--- src/rtl/spppg_pkg.sv ---
package spppg_pkg;

    localparam int DEF_NUM_CHANS = 9;
    localparam int DEF_PPM_SLOTS = 8;
    localparam int PIN_OUTPUTS   = 7;

    localparam int TICK_W     = 16;
    localparam int BYTE_W     = 8;
    localparam int LEVEL_W    = 6;
    localparam int CFG_IDX_W  = 2;
    localparam int CFG_DATA_W = 16;

    localparam logic [BYTE_W-1:0] MARK_START = 8'hFF;
    localparam logic [BYTE_W-1:0] MARK_END   = 8'hEE;

    localparam logic [TICK_W-1:0] PRE_PULSE_RESET = 16'd2949;
    localparam logic [TICK_W-1:0] SYNC_GAP_RESET  = 16'd30966;

    localparam logic [CFG_IDX_W-1:0] REG_PRE_PULSE = 2'd0;
    localparam logic [CFG_IDX_W-1:0] REG_SYNC_GAP  = 2'd1;

    localparam int QUEUE_DEPTH = 2;
    localparam int QPTR_W      = $clog2(QUEUE_DEPTH);
    localparam int QCNT_W      = $clog2(QUEUE_DEPTH + 1);

    typedef struct packed {
        logic tick;
        logic accept;
    } spppg_op_t;

endpackage

--- src/rtl/spppg_if.sv ---
interface spppg_step_if import spppg_pkg::*; ();
    logic              valid;
    logic              ready;
    logic              command;
    logic [BYTE_W-1:0] rx_byte;

    modport source (output valid, command, rx_byte, input ready);
    modport sink (input valid, command, rx_byte, output ready);
endinterface

interface spppg_result_if import spppg_pkg::*; ();
    logic               valid;
    logic               ready;
    logic               ppm_level;
    logic [LEVEL_W-1:0] channel_levels;
    logic               frame_accepted;
    logic               generator_busy;

    modport source (output valid, ppm_level, channel_levels, frame_accepted, generator_busy,
                    input ready);
    modport sink (input valid, ppm_level, channel_levels, frame_accepted, generator_busy,
                  output ready);
endinterface

interface spppg_cfg_if import spppg_pkg::*; ();
    logic                  valid;
    logic                  ready;
    logic [CFG_IDX_W-1:0]  index;
    logic [CFG_DATA_W-1:0] data;

    modport source (output valid, index, data, input ready);
    modport sink (input valid, index, data, output ready);
endinterface

--- src/rtl/spppg_deframer.sv ---
module spppg_deframer import spppg_pkg::*; #(
    parameter int NUM_CHANS = DEF_NUM_CHANS
) (
    input  logic              clk,
    input  logic              rst_n,
    input  logic              in_valid,
    output logic              in_ready,
    input  logic              command,
    input  logic [BYTE_W-1:0] rx_byte,
    input  logic [TICK_W-1:0] pre_pulse,
    output logic              push,
    output spppg_op_t         push_op,
    input  logic              q_full,
    output logic [TICK_W-1:0] staged_widths [NUM_CHANS]
);

    localparam int PKT_LEN = 2 * NUM_CHANS;
    localparam int IDX_W   = $clog2(PKT_LEN + 1);
    localparam int PIDX_W  = $clog2(PKT_LEN);

    typedef enum logic [1:0] {
        DF_HUNT,
        DF_SECOND,
        DF_DATA,
        DF_VERIFY
    } df_state_t;

    df_state_t          state_reg, state_next;
    logic [IDX_W-1:0]   idx_reg, idx_next;
    logic [BYTE_W-1:0]  pkt_reg [PKT_LEN];
    logic [TICK_W-1:0]  widths_reg [NUM_CHANS];
    logic               take;
    logic               byte_take;
    logic               good;

    assign in_ready  = !q_full;
    assign take      = in_valid && in_ready;
    assign byte_take = take && !command;
    assign good      = (state_reg == DF_VERIFY) && (rx_byte == MARK_END);

    assign push           = take;
    assign push_op.tick   = command;
    assign push_op.accept = !command && good;

    assign staged_widths = widths_reg;

    always_comb
    begin
        state_next = state_reg;
        idx_next   = idx_reg;
        case (state_reg)
            DF_HUNT:
            begin
                if (rx_byte == MARK_START)
                    state_next = DF_SECOND;
            end
            DF_SECOND:
            begin
                if (rx_byte == MARK_START)
                begin
                    state_next = DF_DATA;
                    idx_next   = '0;
                end
                else
                    state_next = DF_HUNT;
            end
            DF_DATA:
            begin
                idx_next = idx_reg + 1'b1;
                if (idx_next == IDX_W'(PKT_LEN))
                    state_next = DF_VERIFY;
            end
            default:
            begin
                state_next = DF_HUNT;
            end
        endcase
    end

    always_ff @(posedge clk or negedge rst_n)
    begin
        if (!rst_n)
        begin
            state_reg <= DF_HUNT;
            idx_reg   <= '0;
        end
        else if (byte_take)
        begin
            state_reg <= state_next;
            idx_reg   <= idx_next;
        end
    end

    always_ff @(posedge clk)
    begin
        if (byte_take && state_reg == DF_DATA)
            pkt_reg[idx_reg[PIDX_W-1:0]] <= rx_byte;
    end

    always_ff @(posedge clk or negedge rst_n)
    begin
        if (!rst_n)
        begin
            for (int c = 0; c < NUM_CHANS; c++)
                widths_reg[c] <= '0;
        end
        else if (byte_take && good)
        begin
            for (int c = 0; c < NUM_CHANS; c++)
                widths_reg[c] <= {pkt_reg[2*c], pkt_reg[2*c+1]} - pre_pulse;
        end
    end

endmodule

--- src/rtl/spppg_queue.sv ---
module spppg_queue import spppg_pkg::*; (
    input  logic      clk,
    input  logic      rst_n,
    input  logic      push,
    input  spppg_op_t push_op,
    output logic      full,
    input  logic      pop,
    output logic      head_valid,
    output spppg_op_t head_op
);

    spppg_op_t         mem_reg [QUEUE_DEPTH];
    logic [QPTR_W-1:0] wr_reg, rd_reg;
    logic [QCNT_W-1:0] cnt_reg;
    logic              do_pop;

    assign full       = (cnt_reg == QCNT_W'(QUEUE_DEPTH));
    assign head_valid = (cnt_reg != '0);
    assign head_op    = mem_reg[rd_reg];
    assign do_pop     = pop && head_valid;

    always_ff @(posedge clk)
    begin
        if (push)
            mem_reg[wr_reg] <= push_op;
    end

    always_ff @(posedge clk or negedge rst_n)
    begin
        if (!rst_n)
        begin
            wr_reg  <= '0;
            rd_reg  <= '0;
            cnt_reg <= '0;
        end
        else
        begin
            if (push)
                wr_reg <= (wr_reg == QPTR_W'(QUEUE_DEPTH - 1)) ? '0 : wr_reg + 1'b1;
            if (do_pop)
                rd_reg <= (rd_reg == QPTR_W'(QUEUE_DEPTH - 1)) ? '0 : rd_reg + 1'b1;
            if (push && !do_pop)
                cnt_reg <= cnt_reg + 1'b1;
            else if (do_pop && !push)
                cnt_reg <= cnt_reg - 1'b1;
        end
    end

endmodule

--- src/rtl/spppg_generator.sv ---
module spppg_generator import spppg_pkg::*; #(
    parameter int NUM_CHANS = DEF_NUM_CHANS,
    parameter int PPM_SLOTS = DEF_PPM_SLOTS
) (
    input  logic               clk,
    input  logic               rst_n,
    input  logic               head_valid,
    input  spppg_op_t          head_op,
    output logic               pop,
    input  logic [TICK_W-1:0]  staged_widths [NUM_CHANS],
    input  logic [TICK_W-1:0]  pre_pulse,
    input  logic [TICK_W-1:0]  sync_gap,
    output logic               out_valid,
    input  logic               out_ready,
    output logic               ppm_level,
    output logic [LEVEL_W-1:0] channel_levels,
    output logic               frame_accepted,
    output logic               generator_busy
);

    localparam int SLOT_W = $clog2(PPM_SLOTS + 1);

    typedef enum logic [1:0] {
        GEN_IDLE,
        GEN_PULSE,
        GEN_GAP
    } gen_state_t;

    gen_state_t         phase_reg, phase_next;
    logic [SLOT_W-1:0]  slot_reg, slot_next;
    logic [TICK_W-1:0]  tick_reg, tick_next;
    logic               pend_reg, pend_next;
    logic [TICK_W-1:0]  widths_reg [NUM_CHANS];
    logic [TICK_W-1:0]  widths_next [NUM_CHANS];
    logic               out_valid_reg, out_valid_next;
    logic               ppm_reg, acc_reg, busy_reg, acc_next;
    logic [LEVEL_W-1:0] lv_reg, lv_next;
    logic [TICK_W-1:0]  tick_inc;
    logic [TICK_W-1:0]  gap_len;
    logic [TICK_W-1:0]  phase_len;

    assign pop            = head_valid && (!out_valid_reg || out_ready);
    assign out_valid      = out_valid_reg;
    assign ppm_level      = ppm_reg;
    assign channel_levels = lv_reg;
    assign frame_accepted = acc_reg;
    assign generator_busy = busy_reg;

    assign tick_inc = tick_reg + 1'b1;

    always_comb
    begin
        gap_len = '0;
        for (int c = 0; c < NUM_CHANS; c++)
        begin
            if (c < PPM_SLOTS && slot_reg == SLOT_W'(c))
                gap_len = widths_reg[c];
        end
        if (phase_reg == GEN_PULSE)
            phase_len = pre_pulse;
        else if (slot_reg < SLOT_W'(PPM_SLOTS))
            phase_len = gap_len;
        else
            phase_len = sync_gap;
    end

    always_comb
    begin
        phase_next  = phase_reg;
        slot_next   = slot_reg;
        tick_next   = tick_reg;
        pend_next   = pend_reg;
        widths_next = widths_reg;
        acc_next    = 1'b0;
        if (head_op.tick)
        begin
            if (phase_reg != GEN_IDLE)
            begin
                if (tick_inc != phase_len)
                    tick_next = tick_inc;
                else
                begin
                    tick_next = '0;
                    if (phase_reg == GEN_PULSE)
                        phase_next = GEN_GAP;
                    else if (slot_reg < SLOT_W'(PPM_SLOTS))
                    begin
                        slot_next  = slot_reg + 1'b1;
                        phase_next = GEN_PULSE;
                    end
                    else if (pend_reg)
                    begin
                        pend_next  = 1'b0;
                        phase_next = GEN_PULSE;
                        slot_next  = '0;
                    end
                    else
                    begin
                        phase_next = GEN_IDLE;
                        slot_next  = '0;
                    end
                end
            end
        end
        else if (head_op.accept)
        begin
            acc_next    = 1'b1;
            widths_next = staged_widths;
            if (phase_reg == GEN_IDLE)
            begin
                phase_next = GEN_PULSE;
                slot_next  = '0;
                tick_next  = '0;
            end
            else
                pend_next = 1'b1;
        end

        for (int i = 0; i < LEVEL_W; i++)
        begin
            lv_next[i] = (i + 1 < PIN_OUTPUTS) && (i < PPM_SLOTS) &&
                         (phase_next != GEN_IDLE) && (slot_next == SLOT_W'(i));
        end

        if (pop)
            out_valid_next = 1'b1;
        else if (out_ready)
            out_valid_next = 1'b0;
        else
            out_valid_next = out_valid_reg;
    end

    always_ff @(posedge clk or negedge rst_n)
    begin
        if (!rst_n)
        begin
            phase_reg     <= GEN_IDLE;
            slot_reg      <= '0;
            tick_reg      <= '0;
            pend_reg      <= 1'b0;
            for (int c = 0; c < NUM_CHANS; c++)
                widths_reg[c] <= '0;
            out_valid_reg <= 1'b0;
            ppm_reg       <= 1'b0;
            lv_reg        <= '0;
            acc_reg       <= 1'b0;
            busy_reg      <= 1'b0;
        end
        else
        begin
            out_valid_reg <= out_valid_next;
            if (pop)
            begin
                phase_reg  <= phase_next;
                slot_reg   <= slot_next;
                tick_reg   <= tick_next;
                pend_reg   <= pend_next;
                widths_reg <= widths_next;
                ppm_reg    <= (phase_next == GEN_PULSE);
                lv_reg     <= lv_next;
                acc_reg    <= acc_next;
                busy_reg   <= (phase_next != GEN_IDLE);
            end
        end
    end

endmodule

--- src/rtl/serial_packet_to_ppm_generator_unit.sv ---
// channel  role   payload
// step     sink   command, rx_byte
// result   source ppm_level, channel_levels, frame_accepted, generator_busy
// cfg      sink   index, data (pre-pulse ticks, sync gap ticks)
//
// One transaction per cycle sustained while the result is taken; a step is
// queued, then registered as a result. Deframer updates on accept, a
// two-entry queue feeds the generator, which owns the result register.
// Config writes are always ready; write only while no transaction is in flight.
// Async active-low reset clears all control state; generator starts idle.
module serial_packet_to_ppm_generator_unit import spppg_pkg::*; #(
    parameter int NUM_CHANS = DEF_NUM_CHANS,
    parameter int PPM_SLOTS = DEF_PPM_SLOTS
) (
    input  logic          clk,
    input  logic          rst_n,
    spppg_step_if.sink    step,
    spppg_result_if.source result,
    spppg_cfg_if.sink     cfg
);

    logic [TICK_W-1:0] pre_pulse_reg;
    logic [TICK_W-1:0] sync_gap_reg;
    logic              push, q_full, pop, head_valid;
    spppg_op_t         push_op, head_op;
    logic [TICK_W-1:0] staged_widths [NUM_CHANS];

    assign cfg.ready = 1'b1;

    always_ff @(posedge clk or negedge rst_n)
    begin
        if (!rst_n)
        begin
            pre_pulse_reg <= PRE_PULSE_RESET;
            sync_gap_reg  <= SYNC_GAP_RESET;
        end
        else if (cfg.valid)
        begin
            case (cfg.index)
                REG_PRE_PULSE: pre_pulse_reg <= cfg.data;
                REG_SYNC_GAP:  sync_gap_reg  <= cfg.data;
                default:       ;
            endcase
        end
    end

    spppg_deframer #(
        .NUM_CHANS(NUM_CHANS)
    ) u_deframer (
        .clk          (clk),
        .rst_n        (rst_n),
        .in_valid     (step.valid),
        .in_ready     (step.ready),
        .command      (step.command),
        .rx_byte      (step.rx_byte),
        .pre_pulse    (pre_pulse_reg),
        .push         (push),
        .push_op      (push_op),
        .q_full       (q_full),
        .staged_widths(staged_widths)
    );

    spppg_queue u_queue (
        .clk       (clk),
        .rst_n     (rst_n),
        .push      (push),
        .push_op   (push_op),
        .full      (q_full),
        .pop       (pop),
        .head_valid(head_valid),
        .head_op   (head_op)
    );

    spppg_generator #(
        .NUM_CHANS(NUM_CHANS),
        .PPM_SLOTS(PPM_SLOTS)
    ) u_generator (
        .clk           (clk),
        .rst_n         (rst_n),
        .head_valid    (head_valid),
        .head_op       (head_op),
        .pop           (pop),
        .staged_widths (staged_widths),
        .pre_pulse     (pre_pulse_reg),
        .sync_gap      (sync_gap_reg),
        .out_valid     (result.valid),
        .out_ready     (result.ready),
        .ppm_level     (result.ppm_level),
        .channel_levels(result.channel_levels),
        .frame_accepted(result.frame_accepted),
        .generator_busy(result.generator_busy)
    );

endmodule

--- src/flat_wrapper.sv ---
// flat-port wrapper written by rule: the top's interface ports become plain ports
module serial_packet_to_ppm_generator_unit_flat import spppg_pkg::*;
#(
    parameter int NUM_CHANS = DEF_NUM_CHANS,
    parameter int PPM_SLOTS = DEF_PPM_SLOTS
)
  (clk, rst_n, step_valid, step_command, step_rx_byte, step_ready, result_valid, result_ppm_level, result_channel_levels, result_frame_accepted, result_generator_busy, result_ready, cfg_valid, cfg_index, cfg_data, cfg_ready);
  spppg_step_if step_i ();
  spppg_result_if result_i ();
  spppg_cfg_if cfg_i ();
  input  logic clk;
  input  logic rst_n;
  input wire logic [$bits(step_i.valid)-1:0] step_valid;
  input wire logic [$bits(step_i.command)-1:0] step_command;
  input wire logic [$bits(step_i.rx_byte)-1:0] step_rx_byte;
  output wire logic [$bits(step_i.ready)-1:0] step_ready;
  output wire logic [$bits(result_i.valid)-1:0] result_valid;
  output wire logic [$bits(result_i.ppm_level)-1:0] result_ppm_level;
  output wire logic [$bits(result_i.channel_levels)-1:0] result_channel_levels;
  output wire logic [$bits(result_i.frame_accepted)-1:0] result_frame_accepted;
  output wire logic [$bits(result_i.generator_busy)-1:0] result_generator_busy;
  input wire logic [$bits(result_i.ready)-1:0] result_ready;
  input wire logic [$bits(cfg_i.valid)-1:0] cfg_valid;
  input wire logic [$bits(cfg_i.index)-1:0] cfg_index;
  input wire logic [$bits(cfg_i.data)-1:0] cfg_data;
  output wire logic [$bits(cfg_i.ready)-1:0] cfg_ready;
  assign step_i.valid = step_valid;
  assign step_i.command = step_command;
  assign step_i.rx_byte = step_rx_byte;
  assign step_ready = step_i.ready;
  assign result_valid = result_i.valid;
  assign result_ppm_level = result_i.ppm_level;
  assign result_channel_levels = result_i.channel_levels;
  assign result_frame_accepted = result_i.frame_accepted;
  assign result_generator_busy = result_i.generator_busy;
  assign result_i.ready = result_ready;
  assign cfg_i.valid = cfg_valid;
  assign cfg_i.index = cfg_index;
  assign cfg_i.data = cfg_data;
  assign cfg_ready = cfg_i.ready;
  serial_packet_to_ppm_generator_unit #(.NUM_CHANS(NUM_CHANS), .PPM_SLOTS(PPM_SLOTS)) u_core (.clk(clk), .rst_n(rst_n), .step(step_i), .result(result_i), .cfg(cfg_i));
endmodule
--- config.mk ---
export PLATFORM = sky130hd
export DESIGN_NAME = serial_packet_to_ppm_generator_unit_flat
export DESIGN_NICKNAME = d
export VERILOG_FILES = /design/src/rtl/spppg_pkg.sv /design/src/rtl/spppg_if.sv /design/src/rtl/spppg_deframer.sv /design/src/rtl/spppg_queue.sv /design/src/rtl/spppg_generator.sv /design/src/rtl/serial_packet_to_ppm_generator_unit.sv /design/src/flat_wrapper.sv
export SDC_FILE = /design/constraint.sdc
export NUM_CORES = 1
export LEC_CHECK = 0
export ABC_AREA = 0
export BUFFER_PORTS_ARGS = -buffer_cell sky130_fd_sc_hd__buf_4
export CAP_MARGIN = 10
export CORE_ASPECT_RATIO = 0.75
export CORE_MARGIN = 2
export CORE_UTILIZATION = 35
export CTS_CLUSTER_DIAMETER = 120
export DETAILED_ROUTE_END_ITERATION = 16
export PLACE_DENSITY_LB_ADDON = 0.12
export SYNTH_ARGS = -nofsm -noshare
export SYNTH_HDL_FRONTEND = slang
export SYNTH_SLANG_ARGS = --single-unit
--- constraint.sdc ---
create_clock -name clk -period 3.33 [get_ports clk]
set_input_delay 0.666 -clock clk [delete_from_list [all_inputs] [get_ports clk]]
set_output_delay 0.666 -clock clk [all_outputs]
set_load 0.02 [all_outputs]
; ---- After elaboration in Yosys (flattened, before gate mapping)
; Memories as Yosys holds them, arrays and structs flattened.
; Index checks and enable logic that the tools add are counted.
[classes]
bitwise_logic = 1
n_lt_le_gt_ge = 1
reduce_logical = 42
n_eq_ne = 31
n_mux = 55
add_sub_neg = 15
[op_table]
columns = operator, count
row1 = $mux W16, 15
row2 = $sub A16 B16 Y16, 8
row3 = $mux W4, 7
row4 = $eq A4 B3 Y1 const B, 6
row5 = $mux W2, 11
row6 = $mux W1, 19
row7 = $add A16 B1 Y16 const B, 1
row8 = $eq A4 B2 Y1 const B, 4
row9 = $eq A8 B8 Y1 const B, 2
row10 = $logic_and A1 B1 Y1, 16
row11 = $ne A16 B16 Y1, 1
row12 = $reduce_bool A2 Y1, 8
row13 = $ne A2 B2 Y1 const B, 7
row14 = $pmux W5 S2, 1
row15 = $reduce_and A3 Y1, 3
row16 = $eq A2 B1 Y1 const B, 4
row17 = $eq A4 B1 Y1 const B, 2
row18 = $logic_not A4 Y1, 2
row19 = $reduce_and A7 Y1, 1
row20 = $eq A2 B2 Y1 const B, 3
row21 = $logic_not A2 Y1, 3
row22 = $pmux W2 S3, 1
row23 = $add A5 B1 Y5 const B, 1
row24 = $eq A5 B5 Y1 const B, 1
row25 = other kinds (12), 18
[totals]
n_memories = 2
input_bits = 32
register_bits = 332
mem_bits_rw = 148
[memory_table]
columns = name, words, word_bits, rd, rd_ports_with_merged_regs, wr, line
row1 = u_core.u_deframer.pkt_reg, 18, 8, 16, 0, 1, spppg_deframer.sv:30  ; logic [BYTE_W-1:0] pkt_reg [PKT_LEN];
row2 = u_core.u_queue.mem_reg, 2, 2, 1, 0, 1, spppg_queue.sv:12  ; spppg_op_t mem_reg [QUEUE_DEPTH];

; ---- Logic depth before layout (Yosys ltp)
; Gate-level depths: netlist of the first run.
[logic_depth]
ltp_word = 17
mapped_depth = 17

; ---- Modules after synthesis
; A second synthesis of the first run with hierarchy kept.
[hier_totals]
cells_unflattened = 2405
hier_area_um2 = 26522.9
[by_module_without_submodules]
columns = mod, n_inst, area_each_um2, seq_area_each_um2, cells_per_inst
row1 = spppg_deframer, 1, 16229.3, 8102.8, 1518
row2 = spppg_generator, 1, 8705.8, 4028.9, 795
row3 = serial_packet_to_ppm_generator_unit, 1, 1243.7, 820.8, 70
row4 = spppg_queue, 1, 344.1, 220.2, 22

; ---- Worst setup path after synthesis of the first run
; No wires, ideal clock.
[synth_timing]
path_kind = reg-to-reg
startpoint = reg u_core.u_generator.slot_reg[1]
endpoint = reg u_core.u_generator.lv_reg[1], in the netlist u_core.u_generator.channel_levels[1]
arrival_time_ps = 3210
setup_ps = 110
required_time_ps = 3220
slack_ps = 9
path_stages_with_launch = 16
n_path_buf = 2
cell_sequence = dfrtp_1 -> inv_1 -> ha_1 -> buf_6 -> nor4b_2 -> buf_4 -> o2bb2ai_2 -> o21ai_1 -> a221oi_2 -> o31ai_1 -> xor2_1 -> nor4_4 -> and3_1 -> a311o_2 -> nand2_1 -> o41ai_1
[synth_via]
elab_chain_cells = 17
elab_cells_between_ends = 36
cone_classes = add/sub (1) / order compare (1) / eq/ne (9) / mux (22) / reduce/logical (3)
[synth_rtl]
columns = item, line
row1 = "start, declared", spppg_generator.sv:30  ; logic [SLOT_W-1:0] slot_reg, slot_next;
row2 = "start signal, assigned", spppg_generator.sv:155  ; slot_reg <= slot_next;
row3 = $logic_not A4 Y1, spppg_generator.sv:56  ; if (c < PPM_SLOTS && slot_reg == SLOT_W'(c))
row4 = $mux W16 (8 in a row), spppg_generator.sv:56
row5 = $mux W16, spppg_generator.sv:61  ; else if (slot_reg < SLOT_W'(PPM_SLOTS))
row6 = $mux W16, spppg_generator.sv:59  ; if (phase_reg == GEN_PULSE)
row7 = $ne A16 B16 Y1, spppg_generator.sv:79  ; if (tick_inc != phase_len)
row8 = $mux W4 / $mux W2 (equally long branches), spppg_generator.sv:79
row9 = $mux W4 / $mux W2 (equally long branches), spppg_generator.sv:77  ; if (phase_reg != GEN_IDLE)
row10 = $mux W4 / $mux W2 (equally long branches), spppg_generator.sv:75  ; if (head_op.tick)
row11 = $eq A4 B1 Y1 / $reduce_bool A2 Y1 (equally long branches), spppg_generator.sv:122  ; (phase_next != GEN_IDLE) && (slot_next == SLOT_W'(i));
row12 = $logic_and A1 B1 Y1 *, spppg_generator.sv:122
row13 = "end signal, assigned", spppg_generator.sv:160  ; lv_reg <= lv_next;
row14 = "end, declared", spppg_generator.sv:37  ; logic [LEVEL_W-1:0] lv_reg, lv_next;
; Every way passes the cells marked *; elsewhere a longest branch is shown, timed or not.
; A chain may end at the register's enable or synchronous reset.

; ---- Final worst setup path of the first run
[layout_timing]
startpoint = reg u_core.u_generator.slot_reg[0]
endpoint = reg u_core.u_generator.lv_reg[2], in the netlist u_core.u_generator.channel_levels[2]
[layout_via]
elab_chain_cells = 17
elab_cells_between_ends = 36
cone_classes = add/sub (1) / order compare (1) / eq/ne (9) / mux (22) / reduce/logical (3)
[layout_rtl]
columns = item, line
row1 = $logic_not A4 Y1, spppg_generator.sv:56
row2 = $mux W16 (8 in a row), spppg_generator.sv:56
row3 = $mux W16, spppg_generator.sv:61
row4 = $mux W16, spppg_generator.sv:59
row5 = $ne A16 B16 Y1, spppg_generator.sv:79
row6 = $mux W4 / $mux W2 (equally long branches), spppg_generator.sv:79
row7 = $mux W4 / $mux W2 (equally long branches), spppg_generator.sv:77
row8 = $mux W4 / $mux W2 (equally long branches), spppg_generator.sv:75
row9 = $eq A4 B2 Y1 / $reduce_bool A2 Y1 (equally long branches), spppg_generator.sv:122
row10 = $logic_and A1 B1 Y1 *, spppg_generator.sv:122
; Marks and branches as above.

==> results by group, run 1 <==
Synthesis
  • Post-synthesis mux area share: 7.12%
  • Post-synth top area share: 32.6%
  • Warnings, synthesis: 0
  • Synth Area in XOR/XNOR: 3.22%
  • Synthesized Nets: 2427
  • Largest family of logic cells by synthesized area: compound AO/OA/AOI/OAI gates
  • Count of cell types in the netlist: 86
  • Synth top cells by count: 316 x dfrtp_1, 255 x nand2_1, 183 x o21ai_0
  • Synth Area in Simple Gates: 12.1%
  • FF+latch count, synth: 464
  • Count leader, synth: dfrtp_1
  • Top FF cell, synth: dfrtp_1
  • Async SR Flop Fraction: 71.6%
  • Synth Area in Adders: 7.42%
  • Synth Area in Compound Gates: 16.2%
  • Synth area leader: dfrtp_1
  • Cells after Synth: 2256
  • Mapped cell area: 24200 µm²
  • Synthesized area per cell: 10.7 µm²
  • EDFF count, synth: 132
  • Ranking of synthesized cells by area: dfrtp_1 33%, edfxtp_1 16%, mux2_2 6.8%, ha_1 6.8%, nand2_1 3.9%
  • Seq/Total Area, Yosys: 50.7%

Worst setup path
  • Worst path arrival time: 4380 ps
  • Largest fanout on the critical path: 6
  • Critical path depth in cells: 17
  • Crit Reg-Reg Startpoint: u_core.u_generator.slot_reg[0]
  • Crit Path Category: flop to flop
  • Most common cell on crit path: buf_6
  • Crit path capture: u_core.u_generator.channel_levels[2]
  • Worst path max stage delay: 440 ps
  • Flop2flop setup slack: -530 ps
  • Crit path max-delay family: compound AO/OA/AOI/OAI gates
  • Critical path cell sequence: buf_6, ha_4, nor4b_4, buf_6, buf_6, o2bb2ai_4, o21ai_2, a221oi_2, o31ai_2, xor2_1, nor4_4, buf_4, buf_6, a41oi_4, a311o_2, buf_4, o41ai_2
  • WP buf/inv: 6
  • Reg-to-Reg End: u_core.u_generator.channel_levels[2]
  • CP Launch Type: flop
  • Setup crit start: u_core.u_generator.slot_reg[0]
  • Slowest cell on the critical path: dfrtp_2
  • WP data required: 3850 ps
  • Worst reg-to-reg path cell count: 17
  • Worst Setup End Kind: flop

Timing
  • Worst-Margin Slew: 871 ps
  • Final worst slack: -528 ps
  • RSZ-0062 raised after global routing: true
  • Hold WS: 277 ps
  • # setup viols final: 31
  • Number of hold violations in the final report: 0
  • Crit path time final: 3860 ps
  • Max Freq: 0.259 GHz
  • Final Skew: 23.4 ps
  • Slew HR: 41.9%
  • Max-slew violations: 0
  • Period utilization: 116%

Floorplanning
  • Die area: 71400 µm²
  • Die Span X: 308 µm
  • Row cnt: 83
  • I/O Pins: 44
  • Initial Util: 35.4%
  • Die H: 232 µm
  • Core area: 68400 µm²

Worst hold path
  • Hold WC Path Type: input pin to flop
  • Hold Startpoint: cfg_data[11]

Place
  • Estimated wirelength of the detail-placed design: 59200 µm
  • Placed inst area: 27900 µm²
  • Placed cell count: 3406
  • Input/output buffers: 42
  • Gpl congestion: 0.883

GRT
  • Largest net degree at the start of global routing: 80
  • First-pass GRT wire length: 124000 µm
  • Initial antenna violation count: 3
  • Total grt overflow: 0
  • Number of global-route vias before repair: 18971
  • Total GRT Usage: 23.3%

Clock network
  • H-tree levels: 2
  • Worst-path clk slew: 60 ps
  • Worst-Skew Late Latency: 620 ps
  • Clock Sinks: 464
  • Clock root cell: clkbuf_16
  • Number of buffers on the longest clock path: 3
  • CTS tree: done
  • Total CTS buffers: 50

Final layout
  • Share of cells above drive strength 1: 32.6%
  • Nets: 2811
  • Register area: 12300 µm²
  • Post-Layout Inst Area: 31300 µm²
  • Multi-input gate area: 12200 µm²
  • Area Overhead vs Synth: 29.2%
  • Antenna fix cells: 0
  • Filler cells: 6406
  • Non-filler cells, final: 3574

Detailed routing
  • Post-DRT Antenna Nets: 0
  • 1st-iter DRT viols: 1443
  • Total number of vias: 19159
  • DRC Markers: 0
  • Vias per inst: 5.36
  • Routed WL per cell: 23.2 µm
  • Drt pass-1 iters: 5
  • Total Wirelength: 82800 µm

Power and ir drop
  • Flop pwr share: 35.9%
  • Comb pwr share: 30.3%
  • Clock share of power: 33.8%
  • Leakage: 14.0 nW
  • Peak supply drop: 0.000434 V
  • Net Switching: 0.00557 W
  • Total power: 0.0173 W
  • Power Density: 552 nW/µm²
  • Int Power: 0.0117 W
  • Switching share of power: 32.3%

Run status
  • Status: finished with violations
  • Failing checks: setup timing

Flow run
  • Max_cap viols: 0
-- per-stage QoR --
stage | util, % | setup slack [ps] | TNS [ps]
floorplan | - | 9.30 | 0
global placement | 40.7 | -762 | -26030
detailed placement | 40.7 | -785 | -27910
CTS | 44.8 | -377 | -6130
global route | 45.8 | -584 | -12560
finish | 45.8 | -528 | -10140
-- area by class of cell --
class	count	area share [%]
Sequential cell	464	39.2
Clock buffer	70	4.75
Multi-Input combinational cell	1605	38.8
Timing Repair Buffer	429	11.8
Clock inverter	24	0.711
Inverter	90	1.11
Tap cell	892	3.56
-- worst min-delay path, cell delays in order --
cell and delay [ps]:
buf_4 90, nand2_1 40, o21ai_0 60
-- power groups by stage --
| stage | Clock [W] | Combinational (W) | Sequential, W |
|---|---|---|---|
| 2_1_floorplan | 0 | 0.00246 | 0.00634 |
| 3_3_place_gp | 0 | 0.00447 | 0.00631 |
| 3_5_place_dp | 0 | 0.00451 | 0.00632 |
| 4_1_cts | 0.00598 | 0.00490 | 0.00621 |
| 5_1_grt | 0.00622 | 0.00564 | 0.00622 |
| 6_report | 0.00584 | 0.00523 | 0.00621 |
-- logic make-up (layout without fill, tap and decap cells) --
| family | count (synthesis) | after routing |
|---|---|---|
| compound gates | 593 | 593 |
| flops | 464 | 464 |
| simple gates | 629 | 629 |
| fa+ha+maj | 139 | 139 |
| mux | 154 | 154 |
| xor+xnor | 89 | 89 |
| buf+inv | 187 | 613 |
| other cells | 1 | 1 |
-- timing repair --
| action | in CTS | in global routing |
|---|---|---|
| resized for setup | 203 | 130 |
| endpoints found under the setup margin | 69 | 73 |
| hold buffers | 1 | 0 |
| pin swaps | 70 | 73 |
| endpoints found under the hold margin | 2 | 0 |
| buffers inserted | 54 | 22 |
| cloned | 1 | 0 |
-- layer usage --
layer  global-route usage (%)  vias up  wire length (µm)  part of all wire [%]
li1                         -     9015                 -                     -
met1                     35.1     9649             41300                    50
met2                     35.1      421             36000                    44
met3                     3.79       72              4140                   5.0
met4                     4.60        2              1280                   1.5
met5                        0        -                 7                0.0085
-- worst min path at each step --
stage                                           to  slack (ps)  cells after the start
2_1_floorplan             u_core.pre_pulse_reg[10]         370                      0
3_3_place_gp   u_core.u_deframer.staged_widths[36]         460                      2
3_5_place_dp   u_core.u_deframer.staged_widths[67]         460                      2
4_1_cts                    u_core.pre_pulse_reg[8]         240                      3
5_1_grt                    u_core.pre_pulse_reg[8]         270                      3
6_report                  u_core.pre_pulse_reg[11]         280                      3
-- cells in the final DEF, fill, tap and decap left out, types with 25 or more instances in the layout --
cell | netlist | routed
a21o_1 | 30 | 30
a21oi_1 | 88 | 74
buf_12 | 0 | 25
buf_4 | 5 | 371
buf_6 | 4 | 28
clkbuf_16 | 0 | 52
dfrtp_1 | 316 | 314
edfxtp_1 | 132 | 132
ha_1 | 131 | 121
inv_1 | 88 | 83
mux2_2 | 147 | 146
nand2_1 | 255 | 250
nand3_1 | 37 | 37
nor2_1 | 141 | 137
nor2b_1 | 30 | 26
nor3_1 | 44 | 43
o21ai_0 | 183 | 122
o21ai_1 | 6 | 27
o21ai_2 | 1 | 37
o31ai_1 | 53 | 48
xnor2_1 | 36 | 35
xor2_1 | 53 | 52
Power figures use the tool's default switching activity.
==> run 2, diff against run 1 <==
--- a/config.mk
+++ b/config.mk
@@ -8,6 +8,8 @@
 export ABC_AREA = 0
 export BUFFER_PORTS_ARGS = -buffer_cell sky130_fd_sc_hd__buf_4
 export CAP_MARGIN = 10
+export CELL_PAD_IN_SITES_DETAIL_PLACEMENT = 0
+export CELL_PAD_IN_SITES_GLOBAL_PLACEMENT = 2
 export CORE_ASPECT_RATIO = 0.75
 export CORE_MARGIN = 2
 export CORE_UTILIZATION = 35
==> run 2 against run 1 <==
  * The run ends with hold timing, setup timing left
  * Sequential power about the same
  * Worst hold slack got worse by 300 ps
  * Register-to-register slack improved by 160 ps
  * Via count decreased by 0.68%
  * Die area unchanged
  * Utilization decreased by 0.13 points
  * Fmax increased by 4.2%
  * Global-route usage increased by 0.76 points
  * Clock skew decreased by 7.3 ps
  * Combinational power increased by 2%
  * Highest routed layer unchanged
==> results by group, run 2 (synthesized netlist as in run 1, its figures left out) <==
Run status
  • Status: finished with violations
  • Failing checks: hold timing, setup timing

Timing
  • Setup TNS: -6740 ps (+3400 ps)
  • Slew HR: 40.3% (-1.6 points)
  • # setup viols final: 32 (+3.2%)
  • Period utilization: 111% (-4.7 points)
  • Max-slew violations: 0 (unchanged)
  • Hold WS: -23.1 ps (-300 ps)
  • Worst-Margin Slew: 895 ps (+23.3 ps)
  • Number of hold violations in the final report: 2 (+2)
  • Final worst slack: -371 ps (+157 ps)
  • RSZ-0062 raised after global routing: true
  • Crit path time final: 3700 ps (-157 ps)
  • Final Skew: 16.1 ps (-7.35 ps)
  • Max Freq: 0.270 GHz (+4.2%)

GRT
  • Number of global-route vias before repair: 18642 (-1.7%)
  • Initial antenna violation count: 10 (+7)
  • First-pass GRT wire length: 126000 µm (+1.5%)
  • Largest net degree at the start of global routing: 73 (-8.8%)
  • Total GRT Usage: 24.1% (+0.76 points)
  • Total grt overflow: 0 (unchanged)

Detailed routing
  • Drt pass-1 iters: 5 (unchanged)
  • Total Wirelength: 86000 µm (+3.9%)
  • 1st-iter DRT viols: 1393 (-3.5%)
  • Vias per inst: 5.37 (+0.13%)
  • DRC Markers: 0 (unchanged)
  • Routed WL per cell: 24.3 µm (+4.8%)
  • Post-DRT Antenna Nets: 0 (unchanged)
  • Total number of vias: 19029 (-0.68%)

Final layout
  • Post-Layout Inst Area: 31200 µm² (-0.29%)
  • Core Util, Final: 45.6% (-0.13 points)
  • Commonest non-fill, non-tap cell in the layout: buf_4
  • Filler cells: 6417 (+0.17%)
  • Share of cells above drive strength 1: 32.6% (-0.046 points)
  • Highest-count cells in the layout ignoring fill and taps: 340 x buf_4, 313 x dfrtp_1, 250 x nand2_1
  • Nets: 2782 (-1.0%)
  • Area Overhead vs Synth: 28.9%

Worst setup path
  • WP data required: 3820 ps (-30 ps)
  • Crit Path Category: flop to flop
  • Crit path max-delay family: compound AO/OA/AOI/OAI gates
  • Slowest cell on the critical path: dfrtp_2
  • Worst path arrival time: 4190 ps (-190 ps)
  • WP buf/inv: 3 (-3)
  • Largest fanout on the critical path: 7 (+1)
  • Worst path max stage delay: 450 ps (about the same)
  • Worst Setup End Kind: flop
  • Critical path cell sequence: buf_6, ha_4, nand3b_1, buf_6, o22ai_4, or2_4, o31ai_4, xor2_1, nand2_1, nor4_4, buf_4, nand4_4, o211ai_1, o21ai_2, o41ai_2
  • Most common cell on crit path: buf_6
  • CP Launch Type: flop

Power and ir drop
  • Peak supply drop: 0.000373 V (-14%)
  • Leakage: 13.9 nW (-1.0%)
  • Power Density: 553 nW/µm² (+0.30%)

Floorplanning
  • I/O Pins: 44 (unchanged)
  • Row cnt: 83 (unchanged)
  • Core area: 68400 µm² (unchanged)
  • Die Span X: 308 µm (unchanged)
  • Initial Util: 35.4% (unchanged)
  • Die area: 71400 µm² (unchanged)
  • Die H: 232 µm (unchanged)

Clock network
  • Total CTS buffers: 51 (+2.0%)
  • Clock root cell: clkbuf_16
  • Number of buffers on the longest clock path: 3 (unchanged)
  • Worst-Skew Late Latency: 610 ps (about the same)
  • Hold_buf cts: 0 (-1)
  • Clock Sinks: 464 (unchanged)
  • CTS tree: done
  • H-tree levels: 2 (unchanged)
  • Worst-path clk slew: 60 ps (about the same)

Place
  • Placed inst area: 27900 µm² (about the same)
  • Gpl congestion: 0.873 (-1.0%)
  • Estimated wirelength of the detail-placed design: 61700 µm (+4.1%)
  • Post-place setup slack: -777 ps (+7.44 ps)
  • Input/output buffers: 42 (unchanged)

Worst hold path
  • Hold WC Path Type: input pin to asynchronous set/reset pin

Flow run
  • Max_cap viols: 0 (unchanged)
==> run 2: cell count changes in the layout (fill, tap and decap cells not counted), sizes merged, moves of 3 or more <==
cell / before / now
clkinv: 17 / 8
clkinvlp: 0 / 3
buf: 427 / 399
inv: 94 / 89
clkbuf: 70 / 82
==> run 2: layout make-up <==
type	instances	area [µm²]	share of cell area [%]
sequential	464	12300	39.4
inverter	90	355	1.14
antenna	1	2.50	0.00801
timing repair buffer	399	3460	11.1
multi-input combinational	1605	12400	39.6
clock inverter	12	115	0.369
clock buffer	82	1530	4.88
tap	892	1120	3.57
==> run 2: per-layer routing <==
layer  global-route usage, %  part of all wire, %  vias to the layer above  wire (µm)
met5                       0                0.012                        -         10
met1                    36.4                   50                     9562      42700
met3                    4.47                  5.3                      115       4590
li1                        -                    -                     8934          -
met4                    6.33                  2.7                        2       2290
met2                    35.0                   42                      416      36400
==> run 2: where the power goes <==
part | switching (W) | total, W | internal, W
Combinational | 0.00301 | 0.00534 | 0.00232
Clock | 0.00243 | 0.00571 | 0.00328
Sequential | 0.000160 | 0.00623 | 0.00607
==> run 2: repair_timing <==
item | CTS | global route
pin swaps | 53 | 111
resized for setup | 225 | 160
setup endpoints to repair | 64 | 74
gates cloned | 2 | 0
setup buffers | 25 | 33
==> run 2: final timing paths <==
check	start	endpoint	slack, ps	cells after the start
max in group asynchronous	rst_n	u_core.pre_pulse_reg[11]	2400	2
hold reg to reg	u_core.u_deframer.staged_widths[20]	u_core.u_deframer.staged_widths[20]	480	2
setup / recovery	u_core.u_generator.slot_reg[0]	u_core.u_generator.channel_levels[4]	-370	15
hold / removal	rst_n	u_core.u_deframer.staged_widths[114]	-20	1
setup reg to reg	u_core.u_generator.slot_reg[0]	u_core.u_generator.channel_levels[4]	-370	15
min in group clk	cfg_data[12]	u_core.pre_pulse_reg[12]	280	3
==> run 2: worst register-to-register path: stages, from the launching register on <==
cell	delay [ps]
dfrtp_2	450
buf_6	140
ha_4	190
nand3b_1	180
buf_6	160
o22ai_4	70
or2_4	260
o31ai_4	310
xor2_1	170
nand2_1	100
nor4_4	400
buf_4	190
nand4_4	150
o211ai_1	280
o21ai_2	170
o41ai_2	360
==> run 2: through the flow <==
stage	hold slack [ps]	cells	power [W]
after floorplan	370	2256	0.00880
final	-23.1	3545	0.0173
after detailed placement	463	3398	0.0109
after CTS	38.8	3518	0.0171
after global placement	456	3398	0.0109
after global routing	4.82	3544	0.0181
==> run 3, diff against run 2 <==
--- a/config.mk
+++ b/config.mk
@@ -13,6 +13,7 @@
 export CORE_ASPECT_RATIO = 0.75
 export CORE_MARGIN = 2
 export CORE_UTILIZATION = 35
+export CTS_BUF_LIST = sky130_fd_sc_hd__clkbuf_16
 export CTS_CLUSTER_DIAMETER = 120
 export DETAILED_ROUTE_END_ITERATION = 16
 export PLACE_DENSITY_LB_ADDON = 0.12
==> run 3 against run 2 <==
  * The run still ends with hold timing, setup timing left
  * Clock-buffer cell count fell by 29
  * First-iteration DRC count rose by 3.7%
  * Worst hold slack got worse by 2.8 ps
  * Fmax fell by 0.46%
  * Die area did not move
  * Routed wire length barely moved
  * Clock power fell by 4.9%
  * Critical path depth fell by 1
  * Final area fell by 0.26%
  * Sequential share of layout area rose by 0.10 points
  * Flip-flop and latch count did not move
  * Total power fell by 1.6%
  * Critical endpoint unchanged
  * Largest cell class unchanged
==> results by group, run 3 (synthesized netlist as in run 1, its figures left out) <==
Timing
  • Setup TNS: -7660 ps (-911 ps)
  • Slew HR: 39.5% (-0.86 points)
  • Hold WS: -25.9 ps (-2.80 ps)
  • Period utilization: 112% (+0.51 points)
  • Worst-Margin Slew: 907 ps (+12.8 ps)
  • Crit path time final: 3720 ps (+17.1 ps)
  • Final Skew: 14.6 ps (-1.48 ps)
  • Final worst slack: -388 ps (-17.1 ps)
  • Max Freq: 0.269 GHz (-0.46%)
  • Max-slew violations: 0 (unchanged)
  • RSZ-0062 raised after global routing: true
  • # setup viols final: 33 (+3.1%)
  • Number of hold violations in the final report: 2 (unchanged)

GRT
  • Most Used Layer, Global Route: met1
  • Number of global-route vias before repair: 18649 (+0.038%)
  • Total GRT Usage: 24.1% (unchanged)
  • First-pass GRT wire length: 126000 µm (unchanged)
  • GR Util met3: 4.47% (unchanged)
  • Initial antenna violation count: 10 (unchanged)
  • Total grt overflow: 0 (unchanged)
  • Largest net degree at the start of global routing: 73 (unchanged)
  • Grt met2 use: 35.1% (+0.070 points)
  • Met1 usage: 36.3% (-0.058 points)

Worst setup path
  • WP data required: 3820 ps (about the same)
  • Slowest cell on the critical path: dfrtp_2
  • Worst path arrival time: 4210 ps (+20 ps)
  • CP Launch Type: flop
  • Worst Setup End Kind: flop
  • Crit path max-delay family: compound AO/OA/AOI/OAI gates
  • Worst path max stage delay: 460 ps (about the same)
  • Critical path cell sequence: buf_6, ha_4, buf_6, and3b_2, a221oi_2, o221ai_2, o221ai_4, xnor2_2, a2111oi_4, and4_4, nand4_4, o211ai_1, o21ai_2, o41ai_2
  • Largest fanout on the critical path: 7 (unchanged)
  • Crit Path Category: flop to flop
  • WP buf/inv: 2 (-1)
  • Most common cell on crit path: buf_6

Power and ir drop
  • Clock share of power: 31.9% (-1.2 points)
  • Leakage: 13.9 nW (+0.26%)
  • Power Density: 546 nW/µm² (-1.3%)
  • Net Switching: 0.00560 W (-0.17%)
  • Total power: 0.0170 W (-1.6%)
  • Int Power: 0.0114 W (-2.3%)
  • Switching share of power: 32.9% (+0.47 points)
  • Flop pwr share: 36.7% (+0.6 points)
  • Peak supply drop: 0.000375 V (+0.48%)
  • Comb pwr share: 31.4% (+0.5 points)

Detailed routing
  • 1st-iter DRT viols: 1445 (+3.7%)
  • Drt pass-1 iters: 5 (unchanged)
  • Vias per inst: 5.35 (-0.36%)
  • Post-DRT Antenna Nets: 0 (unchanged)
  • Total Wirelength: 86000 µm (about the same)
  • Total number of vias: 18972 (-0.30%)
  • Routed WL per cell: 24.3 µm (about the same)
  • DRC Markers: 0 (unchanged)

Floorplanning
  • Die H: 232 µm (unchanged)
  • I/O Pins: 44 (unchanged)
  • Row cnt: 83 (unchanged)
  • Die area: 71400 µm² (unchanged)
  • Die Span X: 308 µm (unchanged)
  • Core area: 68400 µm² (unchanged)
  • Initial Util: 35.4% (unchanged)

Worst hold path
  • Hold WC Path Type: input pin to asynchronous set/reset pin

Final layout
  • Filler cells: 6428 (+0.17%)
  • Commonest non-fill, non-tap cell in the layout: buf_4
  • Multi-input gate area: 12400 µm² (about the same)
  • Post-Layout Inst Area: 31100 µm² (-0.26%)
  • Nets: 2783 (+0.036%)
  • Non-filler cells, final: 3547 (+0.056%)
  • Highest-count cells in the layout ignoring fill and taps: 342 x buf_4, 313 x dfrtp_1, 251 x nand2_1
  • Area Overhead vs Synth: 28.5%
  • Share of cells above drive strength 1: 32.3% (-0.31 points)
  • Core Util, Final: 45.5% (-0.12 points)
  • Register area: 12300 µm² (unchanged)

Clock network
  • Worst-path clk slew: 60 ps (about the same)
  • Number of buffers on the longest clock path: 3 (unchanged)
  • Clock Sinks: 464 (unchanged)
  • CTS tree: done
  • Worst-Skew Late Latency: 610 ps (about the same)
  • Total CTS buffers: 51 (unchanged)
  • H-tree levels: 2 (unchanged)
  • Clock root cell: clkbuf_16

Place
  • Placed cell count: 3398 (unchanged)
  • Placed inst area: 27900 µm² (unchanged)
  • Input/output buffers: 42 (unchanged)
  • Gpl congestion: 0.873 (unchanged)
  • Estimated wirelength of the detail-placed design: 61700 µm (unchanged)

Flow run
  • Max_cap viols: 0 (unchanged)

Run status
  • Failing checks: hold timing, setup timing
  • Status: finished with violations
-- run 3: cell count changes in the layout (fill, tap and decap cells not counted), moves of 2 or more --
cell	change
inv_1	+20
clkinv_1	+9
clkbuf_1	-20
clkbuf_8	-9
buf_4	+2
-- run 3: metrics by stage --
step	setup slack [ps]	hold WS (ps)
after CTS	-310	38.8
final	-388	-25.9
after floorplan	9.30	370
after global placement	-666	456
after global routing	-531	5.23
after detailed placement	-777	463
-- run 3: path summary, 6_finish.rpt --
| check | start | to | slack [ps] | depth (start not counted) |
|---|---|---|---|---|
| worst max register to register | u_core.u_generator.slot_reg[0] | u_core.u_generator.channel_levels[4] | -390 | 14 |
| worst min-delay path | rst_n | u_core.u_deframer.staged_widths[114] | -30 | 1 |
| worst min register to register | u_core.u_deframer.staged_widths[20] | u_core.u_deframer.staged_widths[20] | 480 | 2 |
| min in group clk | cfg_data[1] | u_core.pre_pulse_reg[1] | 280 | 3 |
| max in group asynchronous | rst_n | u_core.pre_pulse_reg[11] | 2400 | 2 |
| worst max-delay path | u_core.u_generator.slot_reg[0] | u_core.u_generator.channel_levels[4] | -390 | 14 |
-- run 3: cell type report --
class	count	area share, %
Antenna cell	2	0.0161
Clock buffer	53	4.26
Clock inverter	41	0.719
Inverter	90	1.14
Multi-Input combinational cell	1605	39.7
Sequential cell	464	39.5
Tap cell	892	3.58
Timing Repair Buffer	400	11.1
-- run 3: worst reg2reg max path, cell delays in order (launching register included) --
cell	delay [ps]
dfrtp_2	460
buf_6	140
ha_4	190
buf_6	130
and3b_2	260
a221oi_2	260
o221ai_2	160
o221ai_4	290
xnor2_2	130
a2111oi_4	320
and4_4	310
nand4_4	150
o211ai_1	280
o21ai_2	170
o41ai_2	360
-- run 3: timing repair --
action | in CTS | in global routing
endpoints found under the hold margin | 0 | 0
resized for setup | 225 | 160
setup endpoints to repair | 64 | 74
setup buffers | 25 | 34
cloned | 2 | 0
pin swaps | 54 | 108
hold buffers | 0 | 0
-- run 3: metal layers --
metal  share of wire [%]  wire length [µm]  vias up
li1                    -                 -     8944
met1                  49             42600     9532
met2                  43             36700      378
met3                 5.2              4500      116
met4                 2.6              2230        2
met5               0.012                10        -
-- run 3: power by group through the flow --
stage,Sequential [W],Combinational [W],Clock [W]
floorplan,0.00634,0.00246,0
global placement,0.00634,0.00453,0
detailed placement,0.00635,0.00456,0
CTS,0.00623,0.00500,0.00557
global route,0.00626,0.00578,0.00580
finish,0.00623,0.00534,0.00543
